[config.mk]
export PLATFORM = sky130hd
export DESIGN_NAME = height_color_map_token_parser_top
export DESIGN_NICKNAME = d
export VERILOG_FILES = /design/src/sv/hcmtp_pkg.sv /design/src/sv/hcmtp_step.sv /design/src/sv/height_color_map_token_parser_top.sv
export SDC_FILE = /design/constraint.sdc
export NUM_CORES = 1
export LEC_CHECK = 0
export BUFFER_PORTS_ARGS = -buffer_cell sky130_fd_sc_hd__buf_2
export CORE_MARGIN = 8
export CORE_UTILIZATION = 35
export DETAILED_ROUTE_END_ITERATION = 8
export GPL_TIMING_DRIVEN = 1
export PLACE_DENSITY = 0.6
export SLEW_MARGIN = 20
export SYNTH_ARGS = -nofsm -noshare
export SYNTH_HDL_FRONTEND = slang
export SYNTH_HIERARCHICAL = 1
export SYNTH_SLANG_ARGS = --single-unit
export TNS_END_PERCENT = 5
[constraint.sdc]
create_clock -name clk -period 9.7 [get_ports clk]
set_input_delay 1.94 -clock clk [delete_from_list [all_inputs] [get_ports clk]]
set_output_delay 1.94 -clock clk [all_outputs]
set_load 0.02 [all_outputs]
[src/sv/hcmtp_pkg.sv]
`timescale 1ns / 1ps
// Shared types and constants of the height/color map token parser.
// No dependencies; used by hcmtp_step, the top level and the checker.

package hcmtp_pkg;

  localparam int ALT_BITS_DEF   = 32;
  localparam int INDEX_BITS_DEF = 16;

  localparam int CH_W    = 8;
  localparam int COLOR_W = 24;
  localparam int ALT_W   = 32;
  localparam int IDX_W   = 16;
  localparam int KIND_W  = 2;
  localparam int TDATA_W = ALT_W + COLOR_W + 2 * IDX_W;

  localparam logic [COLOR_W-1:0] COLOR_RESET = 24'hFFFFFF;

  localparam logic [CH_W-1:0] CH_NUL   = 8'h00;
  localparam logic [CH_W-1:0] CH_NL    = 8'h0A;
  localparam logic [CH_W-1:0] CH_SPACE = 8'h20;
  localparam logic [CH_W-1:0] CH_COMMA = 8'h2C;
  localparam logic [CH_W-1:0] CH_MINUS = 8'h2D;

  typedef enum logic [2:0] {
    PH_START   = 3'd0,
    PH_GAP     = 3'd1,
    PH_SIGN    = 3'd2,
    PH_DIGITS  = 3'd3,
    PH_SKIP    = 3'd4,
    PH_HEX     = 3'd5,
    PH_ERR_ALT = 3'd6,
    PH_ERR_COL = 3'd7
  } phase_t;

  typedef enum logic [KIND_W-1:0] {
    KIND_POINT   = 2'd0,
    KIND_EMPTY   = 2'd1,
    KIND_ALT_ERR = 2'd2,
    KIND_COL_ERR = 2'd3
  } kind_t;

  typedef struct packed {
    phase_t             phase;
    logic               negative;
    logic [1:0]         skip_count;
    logic [COLOR_W-1:0] color_acc;
  } ctrl_t;

  typedef struct packed {
    logic               valid;
    kind_t              kind;
    logic [ALT_W-1:0]   altitude;
    logic [COLOR_W-1:0] color;
    logic [IDX_W-1:0]   column;
    logic [IDX_W-1:0]   row_index;
    logic               last;
  } result_t;

endpackage

[src/sv/hcmtp_step.sv]
`timescale 1ns / 1ps
// One parse step: next parser state and the optional result for one text byte.
// Depends on hcmtp_pkg.

module hcmtp_step #(
  parameter int ALT_BITS   = hcmtp_pkg::ALT_BITS_DEF,
  parameter int INDEX_BITS = hcmtp_pkg::INDEX_BITS_DEF
) (
  input  logic [hcmtp_pkg::CH_W-1:0]    ch,
  input  hcmtp_pkg::ctrl_t              ctrl,
  input  logic [ALT_BITS-1:0]           value_acc,
  input  logic [INDEX_BITS-1:0]         column_count,
  input  logic [INDEX_BITS-1:0]         row_count,
  input  logic [hcmtp_pkg::COLOR_W-1:0] default_color,
  output hcmtp_pkg::ctrl_t              ctrl_next,
  output logic [ALT_BITS-1:0]           value_next,
  output logic [INDEX_BITS-1:0]         column_next,
  output logic [INDEX_BITS-1:0]         row_next,
  output hcmtp_pkg::result_t            result
);

  function automatic logic [4:0] hex_decode(input logic [7:0] c);
    logic [4:0] r;
    r = '0;
    if (c >= 8'h30 && c <= 8'h39) r = {1'b1, c[3:0]};
    else if ((c >= 8'h61 && c <= 8'h66) || (c >= 8'h41 && c <= 8'h46))
      r = {1'b1, c[3:0] + 4'd9};
    return r;
  endfunction

  logic                          is_digit;
  logic [3:0]                    d;
  logic [4:0]                    hex;
  logic [ALT_BITS+3:0]           prod;
  logic [ALT_BITS+3:0]           limit;
  logic [ALT_BITS-1:0]           alt_word;
  logic [1:0]                    skip_dec;

  logic                          emit;
  hcmtp_pkg::kind_t              ekind;
  logic                          elast;
  logic [hcmtp_pkg::COLOR_W-1:0] ecolor;
  hcmtp_pkg::ctrl_t              ctrl_upd;
  logic [ALT_BITS-1:0]           val_upd;

  assign is_digit = (ch >= 8'h30) && (ch <= 8'h39);
  assign d        = ch[3:0];
  assign hex      = hex_decode(ch);
  assign skip_dec = ctrl.skip_count - 2'd1;

  // value * 10 + digit, checked against the signed range
  assign prod  = ({4'b0, value_acc} << 3) + ({4'b0, value_acc} << 1)
               + {{ALT_BITS{1'b0}}, d};
  assign limit = ({{(ALT_BITS+3){1'b0}}, 1'b1} << (ALT_BITS - 1))
               - {{(ALT_BITS+3){1'b0}}, ~ctrl.negative};

  assign alt_word = ctrl.negative ? (~value_acc + {{(ALT_BITS-1){1'b0}}, 1'b1}) : value_acc;

  always_comb begin : decide
    emit     = 1'b0;
    ekind    = hcmtp_pkg::KIND_POINT;
    elast    = 1'b0;
    ecolor   = '0;
    ctrl_upd = ctrl;
    val_upd  = value_acc;
    unique case (ctrl.phase)
      hcmtp_pkg::PH_START, hcmtp_pkg::PH_GAP: begin
        priority if (ch == hcmtp_pkg::CH_NUL) begin
          emit  = 1'b1;
          ekind = hcmtp_pkg::KIND_EMPTY;
          elast = 1'b1;
        end else if (ch == hcmtp_pkg::CH_SPACE ||
                     (ch == hcmtp_pkg::CH_NL && ctrl.phase == hcmtp_pkg::PH_GAP)) begin
          // skip
        end else if (ch == hcmtp_pkg::CH_MINUS) begin
          ctrl_upd.negative = 1'b1;
          ctrl_upd.phase    = hcmtp_pkg::PH_SIGN;
        end else if (is_digit) begin
          val_upd        = {{(ALT_BITS-4){1'b0}}, d};
          ctrl_upd.phase = hcmtp_pkg::PH_DIGITS;
        end else begin
          ctrl_upd.phase = hcmtp_pkg::PH_ERR_ALT;
        end
      end
      hcmtp_pkg::PH_SIGN: begin
        priority if (ch == hcmtp_pkg::CH_NUL) begin
          emit  = 1'b1;
          ekind = hcmtp_pkg::KIND_ALT_ERR;
          elast = 1'b1;
        end else if (ch == hcmtp_pkg::CH_SPACE) begin
          // skip
        end else if (ch == hcmtp_pkg::CH_MINUS) begin
          ctrl_upd.negative = ~ctrl.negative;
        end else if (is_digit) begin
          val_upd        = {{(ALT_BITS-4){1'b0}}, d};
          ctrl_upd.phase = hcmtp_pkg::PH_DIGITS;
        end else begin
          ctrl_upd.phase = hcmtp_pkg::PH_ERR_ALT;
        end
      end
      hcmtp_pkg::PH_DIGITS: begin
        priority if (is_digit) begin
          if (prod > limit) ctrl_upd.phase = hcmtp_pkg::PH_ERR_ALT;
          else              val_upd        = prod[ALT_BITS-1:0];
        end else if (ch == hcmtp_pkg::CH_COMMA) begin
          ctrl_upd.skip_count = 2'd2;
          ctrl_upd.phase      = hcmtp_pkg::PH_SKIP;
        end else if (ch == hcmtp_pkg::CH_SPACE || ch == hcmtp_pkg::CH_NL ||
                     ch == hcmtp_pkg::CH_NUL) begin
          emit   = 1'b1;
          elast  = (ch == hcmtp_pkg::CH_NUL);
          ecolor = default_color;
        end else begin
          ctrl_upd.phase = hcmtp_pkg::PH_ERR_ALT;
        end
      end
      hcmtp_pkg::PH_SKIP: begin
        if (ch == hcmtp_pkg::CH_NUL) begin
          emit  = 1'b1;
          ekind = hcmtp_pkg::KIND_COL_ERR;
          elast = 1'b1;
        end else begin
          ctrl_upd.skip_count = skip_dec;
          if (skip_dec == 2'd0) begin
            ctrl_upd.color_acc = '0;
            ctrl_upd.phase     = hcmtp_pkg::PH_HEX;
          end
        end
      end
      hcmtp_pkg::PH_HEX: begin
        priority if (hex[4]) begin
          if (ctrl.color_acc[23:20] != 4'd0) ctrl_upd.phase = hcmtp_pkg::PH_ERR_COL;
          else ctrl_upd.color_acc = {ctrl.color_acc[19:0], hex[3:0]};
        end else if (ch == hcmtp_pkg::CH_SPACE || ch == hcmtp_pkg::CH_NL ||
                     ch == hcmtp_pkg::CH_NUL) begin
          emit   = 1'b1;
          elast  = (ch == hcmtp_pkg::CH_NUL);
          ecolor = ctrl.color_acc;
        end else begin
          ctrl_upd.phase = hcmtp_pkg::PH_ERR_COL;
        end
      end
      hcmtp_pkg::PH_ERR_ALT: begin
        if (ch == hcmtp_pkg::CH_NUL) begin
          emit  = 1'b1;
          ekind = hcmtp_pkg::KIND_ALT_ERR;
          elast = 1'b1;
        end
      end
      hcmtp_pkg::PH_ERR_COL: begin
        if (ch == hcmtp_pkg::CH_NUL) begin
          emit  = 1'b1;
          ekind = hcmtp_pkg::KIND_COL_ERR;
          elast = 1'b1;
        end
      end
      default: begin
        ctrl_upd = ctrl;
      end
    endcase
  end

  always_comb begin : next_state
    ctrl_next   = ctrl_upd;
    value_next  = val_upd;
    column_next = column_count;
    row_next    = row_count;
    if (emit) begin
      ctrl_next.negative   = 1'b0;
      ctrl_next.skip_count = '0;
      ctrl_next.color_acc  = '0;
      value_next           = '0;
      if (elast) begin
        row_next        = row_count + INDEX_BITS'(1);
        column_next     = '0;
        ctrl_next.phase = hcmtp_pkg::PH_START;
      end else begin
        column_next     = column_count + INDEX_BITS'(1);
        ctrl_next.phase = hcmtp_pkg::PH_GAP;
      end
    end
  end

  always_comb begin : outputs
    result.valid     = emit;
    result.kind      = ekind;
    result.altitude  = (ekind == hcmtp_pkg::KIND_POINT) ?
                       hcmtp_pkg::ALT_W'($signed(alt_word)) : '0;
    result.color     = ecolor;
    result.column    = hcmtp_pkg::IDX_W'(column_count);
    result.row_index = hcmtp_pkg::IDX_W'(row_count);
    result.last      = elast;
  end

endmodule

[src/sv/height_color_map_token_parser_top.sv]
`timescale 1ns / 1ps
// Height/color map token parser, top level: stream ports, state and output register.
// Depends on hcmtp_pkg and hcmtp_step.

// Takes one text byte per cycle and gives each point (or row-end / error word) in the
// cycle after the byte that finishes it. The per-byte step (decode, multiply-by-ten
// accumulate with range check) is combinational, so a byte is taken every cycle as
// long as the single output register is empty or being drained; s_axis_tready drops
// only while a word waits there with m_axis_tready low. default_color may be written
// at any time the block is idle; cfg_ready is always high.

module height_color_map_token_parser_top #(
  parameter int ALT_BITS   = hcmtp_pkg::ALT_BITS_DEF,
  parameter int INDEX_BITS = hcmtp_pkg::INDEX_BITS_DEF
) (
  input  logic                          clk,
  input  logic                          rst,
  input  logic                          cfg_valid,
  output logic                          cfg_ready,
  input  logic [hcmtp_pkg::COLOR_W-1:0] cfg_data,       // default_color
  input  logic                          s_axis_tvalid,
  output logic                          s_axis_tready,
  input  logic [hcmtp_pkg::CH_W-1:0]    s_axis_tdata,   // ch
  output logic                          m_axis_tvalid,
  input  logic                          m_axis_tready,
  // altitude[31:0], color[55:32], column[71:56], row_index[87:72]
  output logic [hcmtp_pkg::TDATA_W-1:0] m_axis_tdata,
  output logic [hcmtp_pkg::KIND_W-1:0]  m_axis_tuser,   // kind
  output logic                          m_axis_tlast    // last_in_row
);

  logic [hcmtp_pkg::COLOR_W-1:0] default_color;
  hcmtp_pkg::ctrl_t              ctrl;
  hcmtp_pkg::ctrl_t              ctrl_next;
  logic [ALT_BITS-1:0]           value_acc;
  logic [ALT_BITS-1:0]           value_acc_next;
  logic [INDEX_BITS-1:0]         column_count;
  logic [INDEX_BITS-1:0]         column_count_next;
  logic [INDEX_BITS-1:0]         row_count;
  logic [INDEX_BITS-1:0]         row_count_next;
  hcmtp_pkg::result_t            result;
  logic                          in_fire;

  assign cfg_ready     = 1'b1;
  assign s_axis_tready = ~m_axis_tvalid | m_axis_tready;
  assign in_fire       = s_axis_tvalid & s_axis_tready;

  hcmtp_step #(
    .ALT_BITS   (ALT_BITS),
    .INDEX_BITS (INDEX_BITS)
  ) u_step (
    .ch            (s_axis_tdata),
    .ctrl          (ctrl),
    .value_acc     (value_acc),
    .column_count  (column_count),
    .row_count     (row_count),
    .default_color (default_color),
    .ctrl_next     (ctrl_next),
    .value_next    (value_acc_next),
    .column_next   (column_count_next),
    .row_next      (row_count_next),
    .result        (result)
  );

  always_ff @(posedge clk) begin
    if (rst) begin
      default_color <= hcmtp_pkg::COLOR_RESET;
    end else if (cfg_valid && cfg_ready) begin
      default_color <= cfg_data;
    end
  end

  always_ff @(posedge clk) begin
    if (rst) begin
      ctrl.phase      <= hcmtp_pkg::PH_START;
      ctrl.negative   <= 1'b0;
      ctrl.skip_count <= '0;
      ctrl.color_acc  <= '0;
      value_acc       <= '0;
      column_count    <= '0;
      row_count       <= '0;
    end else if (in_fire) begin
      ctrl         <= ctrl_next;
      value_acc    <= value_acc_next;
      column_count <= column_count_next;
      row_count    <= row_count_next;
    end
  end

  always_ff @(posedge clk) begin
    if (rst) begin
      m_axis_tvalid <= 1'b0;
    end else if (in_fire) begin
      m_axis_tvalid <= result.valid;
    end else if (m_axis_tready) begin
      m_axis_tvalid <= 1'b0;
    end
  end

  always_ff @(posedge clk) begin
    if (in_fire && result.valid) begin
      m_axis_tdata <= {result.row_index, result.column, result.color, result.altitude};
      m_axis_tuser <= result.kind;
      m_axis_tlast <= result.last;
    end
  end

endmodule

* Yosys cells after proc, flatten, opt, wreduce, memory -nomap -nowiden
Cells that the tools add are included.
** Cells by class
- Bitwise logic cells :: 5
- Multipliers :: 0
- Reductions and logical operators :: 31
- Add/subtract/negate cells :: 8
- Equality and inequality tests :: 30
- $lt $le $gt $ge :: 7
- Shifts and indexed selects :: 0
- Multiplexer cells :: 67
- Div/mod/pow operators :: 0
** Operator list (count)
- $mux 32 :: 10
- $mux 24 :: 8
- $pmux 24 s2 :: 2
- $pmux 32 s3 :: 1
- $add 35x33->36 :: 1
- $add 36x4->36 :: 1
- $gt 36x36->1 :: 1
- $mux 3 :: 12
- $sub 32x1->33 const A :: 1
- $add 16x1->16 const B :: 2
- $add 32x1->32 const B :: 1
- $not 32->32 :: 1
- $mux 30 :: 1
- $mux 26 :: 1
- $eq 8x6->1 const B :: 3
- $ne 3x2->1 const B :: 8
- $ne 3x1->1 const B :: 6
- $ge 8x7->1 const B :: 2
- $le 8x7->1 const B :: 2
- $mux 16 :: 1
- $mux 4 :: 4
- $reduce_and 8->1 :: 2
- $mux 1 :: 15
- $pmux 3 s5 :: 1
- other kinds (37) :: 61
** Word-level totals
- Bits in latches :: 0
- Bits in writable memories :: 0
- Logic and storage cells :: 161
- Memories kept :: 0
- Flip-flop bits (word level) :: 210
- Bits in read-only memories :: 0
- Input port bits :: 37
- Output and inout bits :: 94

* Depth between registers and ports, before layout
- Depth after elaboration :: 9
- Depth in mapped cells :: 25
- Gate-level depth less buffers :: 23

* By module
Netlist, hierarchy kept.
** By module, submodules not included
- height_color_map_token_parser_top :: area an instance 7903.8 um^2, times used 1, cells each 607, sequential area each 5114.9 um^2
- hcmtp_step :: area an instance 7051.8 um^2, times used 1, cells each 1075, sequential area each 0.0 um^2

* Worst setup path before layout
OpenSTA, ideal clock, no wires.
- Kind :: input -> register
- Start point :: input s_axis_tdata[6] in the netlist's numbering
- End point :: register m_axis_tdata[0] in the netlist's numbering, enable pin
- Data required time :: 9148 ps
- Path slack :: 1095 ps
- Cell stages on the path :: 10
- Path buffers :: 3
- Arrival :: 8053 ps
- Setup time :: 552 ps
- Path through :: nor4_1 nand3b_1 a21oi_1 a31oi_1 inv_1 clkbuf_1 buf_1 buf_4 nand2_1 nor2b_1
** On the way
- Cells in the longest elaborated chain, start to end :: 8
- Elaborated cells on any way between the ends :: 25
- Classes of those cells :: order compare (6); eq/ne (3); mux (8); reduce/logical (8)
** Ends and longest elaborated chain
- start: declaration :: line height_color_map_token_parser_top.sv:23 : input logic [hcmtp_pkg::CH_W-1:0] s_axis_tdata,
- $ge 8x7->1 (tied with other cells) :: line hcmtp_step.sv:26 : else if ((c >= 8'h61 && c <= 8'h66) || (c >= 8'h41 && c <= 8'h46))
- $logic_and 1x1->1 / $logic_or 1x1->1 (equally long branches) :: line hcmtp_step.sv:26, hcmtp_step.sv:108, hcmtp_step.sv:134
- $logic_or 1x1->1 (on tied branches) :: line hcmtp_step.sv:26, hcmtp_step.sv:108, hcmtp_step.sv:134
- $mux 5 / $mux 1 (equally long branches) :: line hcmtp_step.sv:26, hcmtp_step.sv:108, hcmtp_step.sv:134
- $mux 5 / $mux 1 (equally long branches) :: line hcmtp_step.sv:25, hcmtp_step.sv:105
- $mux 1 (on tied branches) :: line hcmtp_step.sv:131, hcmtp_step.sv:102
- $pmux 1 s3 (*) :: line hcmtp_step.sv:66 : unique case (ctrl.phase)
- named net u_step.emit :: line hcmtp_step.sv:39 : logic emit;
- $logic_and 1x1->1 (*) :: line height_color_map_token_parser_top.sv:101 : if (in_fire && result.valid) begin
- end signal: assignment :: line height_color_map_token_parser_top.sv:102 : m_axis_tdata <= {result.row_index, result.column, result.color, result.altitude};
- end: declaration :: line height_color_map_token_parser_top.sv:27 : output logic [hcmtp_pkg::TDATA_W-1:0] m_axis_tdata,
The timed path passes the listed nets; every way through them passes the cells marked *.
A chain may end at the register's enable or synchronous reset.

* Worst setup path in the final report
- Start point :: input s_axis_tdata[3] in the netlist's numbering
- End point :: register value_acc[26]
** On the way
- Elaborated cells on any way between the ends :: 47
- Classes of those cells :: add/sub (1); order compare (7); eq/ne (10); mux (18); reduce/logical (11)
** RTL lines
- branches (longest 7 deep; another with $add 36x4->36)
- $mux 32 (*) :: line hcmtp_step.sv:168 : if (emit) begin
- named net value_acc_next[26] :: line height_color_map_token_parser_top.sv:36 : logic [ALT_BITS-1:0] value_acc_next;
- end signal: assignment :: line height_color_map_token_parser_top.sv:84 : value_acc <= value_acc_next;
- end: declaration :: line height_color_map_token_parser_top.sv:35 : logic [ALT_BITS-1:0] value_acc;
Mark *: on every way through the listed nets, which the timed path passes. The select of a mux whose other input is x is not followed.

==> out/qor.csv <==
metric;value;unit
final-layout fill cell count;4147;
Placed Cells;2204;
post-route insts no fill;2252;
Hold Path Class;reg -> reg;
RSZ-0062 raised after global routing;no;
wire length per cell;18.85;um
top-area cell type share of the netlist area;18.27;%
fin. max-slew vios;0;
RD Place Congestion;0.8920;
Post-DRT Antenna Nets;0;
Async S/R FF share, synth;0;%
Syn Nets;1826;
slowest stage delay, CP;0.80;ns
crit-path cells;buf_2 > fa_1 > ha_1 > a211oi_1 > or3_1 > a21oi_1 > a311oi_1 > or2_1 > a311oi_1 > ha_1 > a211oi_1 > nor2_1 > or4_1 > o21bai_1 > o22ai_1 > o21ai_1 > a2111o_2 > or2_1 > o21ai_0 > nand4b_1 > o21ai_2;
Core Box Area;42040;um^2
Power Dens Cells;123.1;nW/um^2
most common cell in the synthesized netlist;nand2_1;
port bufs;129;
measured slew at the worst slew-check pin;1.070;ns
clock skew;0.02386;ns
htree depth;1;
Max Freq;126.5;MHz
CP Class;in -> reg;
die area;49600;um^2
slew margin rel.;28.69;%
Worst Path Required;10.15;ns
Post-synth EDFFs;91;
Area contributors post-synth;edfxtp_1 (18%), dfxtp_1 (16%), ha_1 (8.8%);
Max Cap Viol;0;
share of cells above drive strength 1;16.33;%
Synth Flop Type;dfxtp_1;
cell accounting for the most synthesized area;edfxtp_1;
Tcrit/Tclk final;81.47;%
number of antenna violations at the first check in global routing;1;
mapped cell area;14960;um^2
CTS hold repair buffers;0;
GR Overflow Total;0;
setup violators final;0;
initial core utilization;35.57;%
final count of hold timing violations;0;
Worst-path clk slew;0.06;ns
post_cts resized;0;
#FFs+latches synth;210;
vias per std cell;5.705;
drt pass-1 iters;5;
Clock Sinks;210;
slowest stage cell on the critical path;a2111o_2;
signal arrival time at the worst endpoint;8.35;ns
post-synthesis simple-gate area fraction;25.22;%
area share of fa/ha/maj cells after synthesis;9.052;%
Post-synth top cells;nand2_1 (139), dfxtp_1 (119), ha_1 (105), o21ai_0 (105), nand2b_1 (101);
Core Util, Final;39.05;%
CTS max path bufs;3;
Pwr Total;2.020;mW
DP HPWL;28540;um
drt total wl;42460;um
xor and xnor area share after synthesis;4.568;%
synth-to-layout area growth;9.763;%
Remaining DRCs;0;
Die Ht;222.7;um
fin nets;1835;
CP Max Fanout;38;
number of setup buffers added after CTS;0;
min Tclk post-route;7.903;ns
synth warn;6;
CP Capture Type;register;
CTS tree;built;
final setup TNS;0;ns
Total GRT Usage;16.26;%
Die Span X;222.7;um
vias in the first global route;12257;
crit path launch type;primary input;
Gate Count Post-Synth;1682;
WP buf/inv;1;
DR iter-0 viols;1081;
Synth Area per Inst;8.892;um^2
status;completed;
pin count of the biggest net entering global routing;121;
FP Rows;75;
first-pass GRT wire length;67860;um
CTS Buf Count;24;
Root Buffer;clkbuf_16;
leakage;6.567;nW
largest family of logic cells by synthesized area;simple AND/OR/NAND/NOR gates;
I/O pins;131;
area fraction in compound gates after synthesis;19.16;%
crit-path leading delay family;compound AO/OA/AOI/OAI gates;
Peak VDD IR;109.9;uV
Cell variety after synth;81;
register area share after synthesis;34.20;%
Clk Latency, worst-skew pair;0.54;ns
mux cell area share after synthesis;1.564;%
via count;12847;
final cells by class:
cell class	instances	area [um^2]	area share, %
sequential	210	5116	31.17
inverter	24	90.09	0.5488
multi-input combinational	1288	8952	54.54
clock inverter	16	162.7	0.9909
antenna	4	10.01	0.06098
timing repair buffer	143	753.2	4.588
tap	539	674.4	4.108
clock buffer	28	656.9	4.002
power by group:
group,internal [mW],switching (mW),leakage (nW)
Clock,0.564,0.375,0.399
Sequential,0.926,0.00684,1.77
Combinational,0.0557,0.0933,4.39
Total,1.55,0.475,6.57
final timing paths:
path | start | end | slack [ns] | depth (start not counted)
hold / removal | ctrl[25] | ctrl[25] | 0.48 | 2
hold reg to reg | ctrl[25] | ctrl[25] | 0.48 | 2
setup reg to reg | value_acc[2] | value_acc[26] | 2.88 | 20
setup / recovery | s_axis_tdata[3] | value_acc[26] | 1.80 | 21
worst min-delay path: stages, from the launching register on:
cell and delay, ns:
dfxtp_1 0.31, nand2b_1 0.06, o21ai_0 0.06
through the flow:
step	instance area [um^2]	setup WS [ns]	hold slack [ns]
finish	16420	1.797	0.4762
global route	16410	1.517	0.5074
CTS	16410	1.871	0.4842
detailed placement	15590	1.335	0.4739
global placement	15590	1.470	0.4625
floorplan	14960	1.095	0.4492
sequential cells by signal (all words and copies together) (netlist names):
register	cells
m_axis_tdata	88
value_acc	32
ctrl	30
default_color	24
column_count	16
row_count	16
m_axis_tuser	2
m_axis_tlast	1
m_axis_tvalid	1
cells by family (layout without fill, tap and decap cells):
logic type | count (synthesis) | in the layout
compound gates | 417 | 417
xor+xnor | 78 | 78
fa+ha+maj | 107 | 107
buf+inv | 184 | 211
flops | 210 | 210
mux | 20 | 20
other cells | 1 | 5
simple gates | 665 | 665
layout by cell type, fill, tap and decap left out, drive strengths merged, types with 11 or more instances in the layout:
| cell | synthesis | layout |
|---|---|---|
| nand2 | 139 | 139 |
| nand2b | 102 | 102 |
| ha | 105 | 105 |
| clkbuf | 89 | 28 |
| a21oi | 66 | 66 |
| nand3 | 67 | 67 |
| edfxtp | 91 | 91 |
| a211o | 26 | 26 |
| buf | 71 | 143 |
| nand4b | 95 | 95 |
| mux2 | 18 | 18 |
| inv | 24 | 25 |
| nor4 | 11 | 11 |
| xor2 | 44 | 44 |
| dfxtp | 119 | 119 |
| nor2b | 30 | 30 |
| and3 | 27 | 27 |
| a22o | 28 | 28 |
| nor3 | 24 | 24 |
| a21o | 14 | 14 |
| nand4 | 22 | 22 |
| xnor2 | 34 | 34 |
| o21ai | 168 | 168 |
| a22oi | 20 | 20 |
| a31oi | 14 | 14 |
| or3 | 17 | 17 |
| nor2 | 96 | 96 |
per-layer routing:
metal | part of all wire, % | track usage (%)
met5 | 0 | 0
met2 | 47 | 26.78
met3 | 4.7 | 1.976
met4 | 2.5 | 5.353
met1 | 46 | 21.88
(Power assumes the default switching activity.)
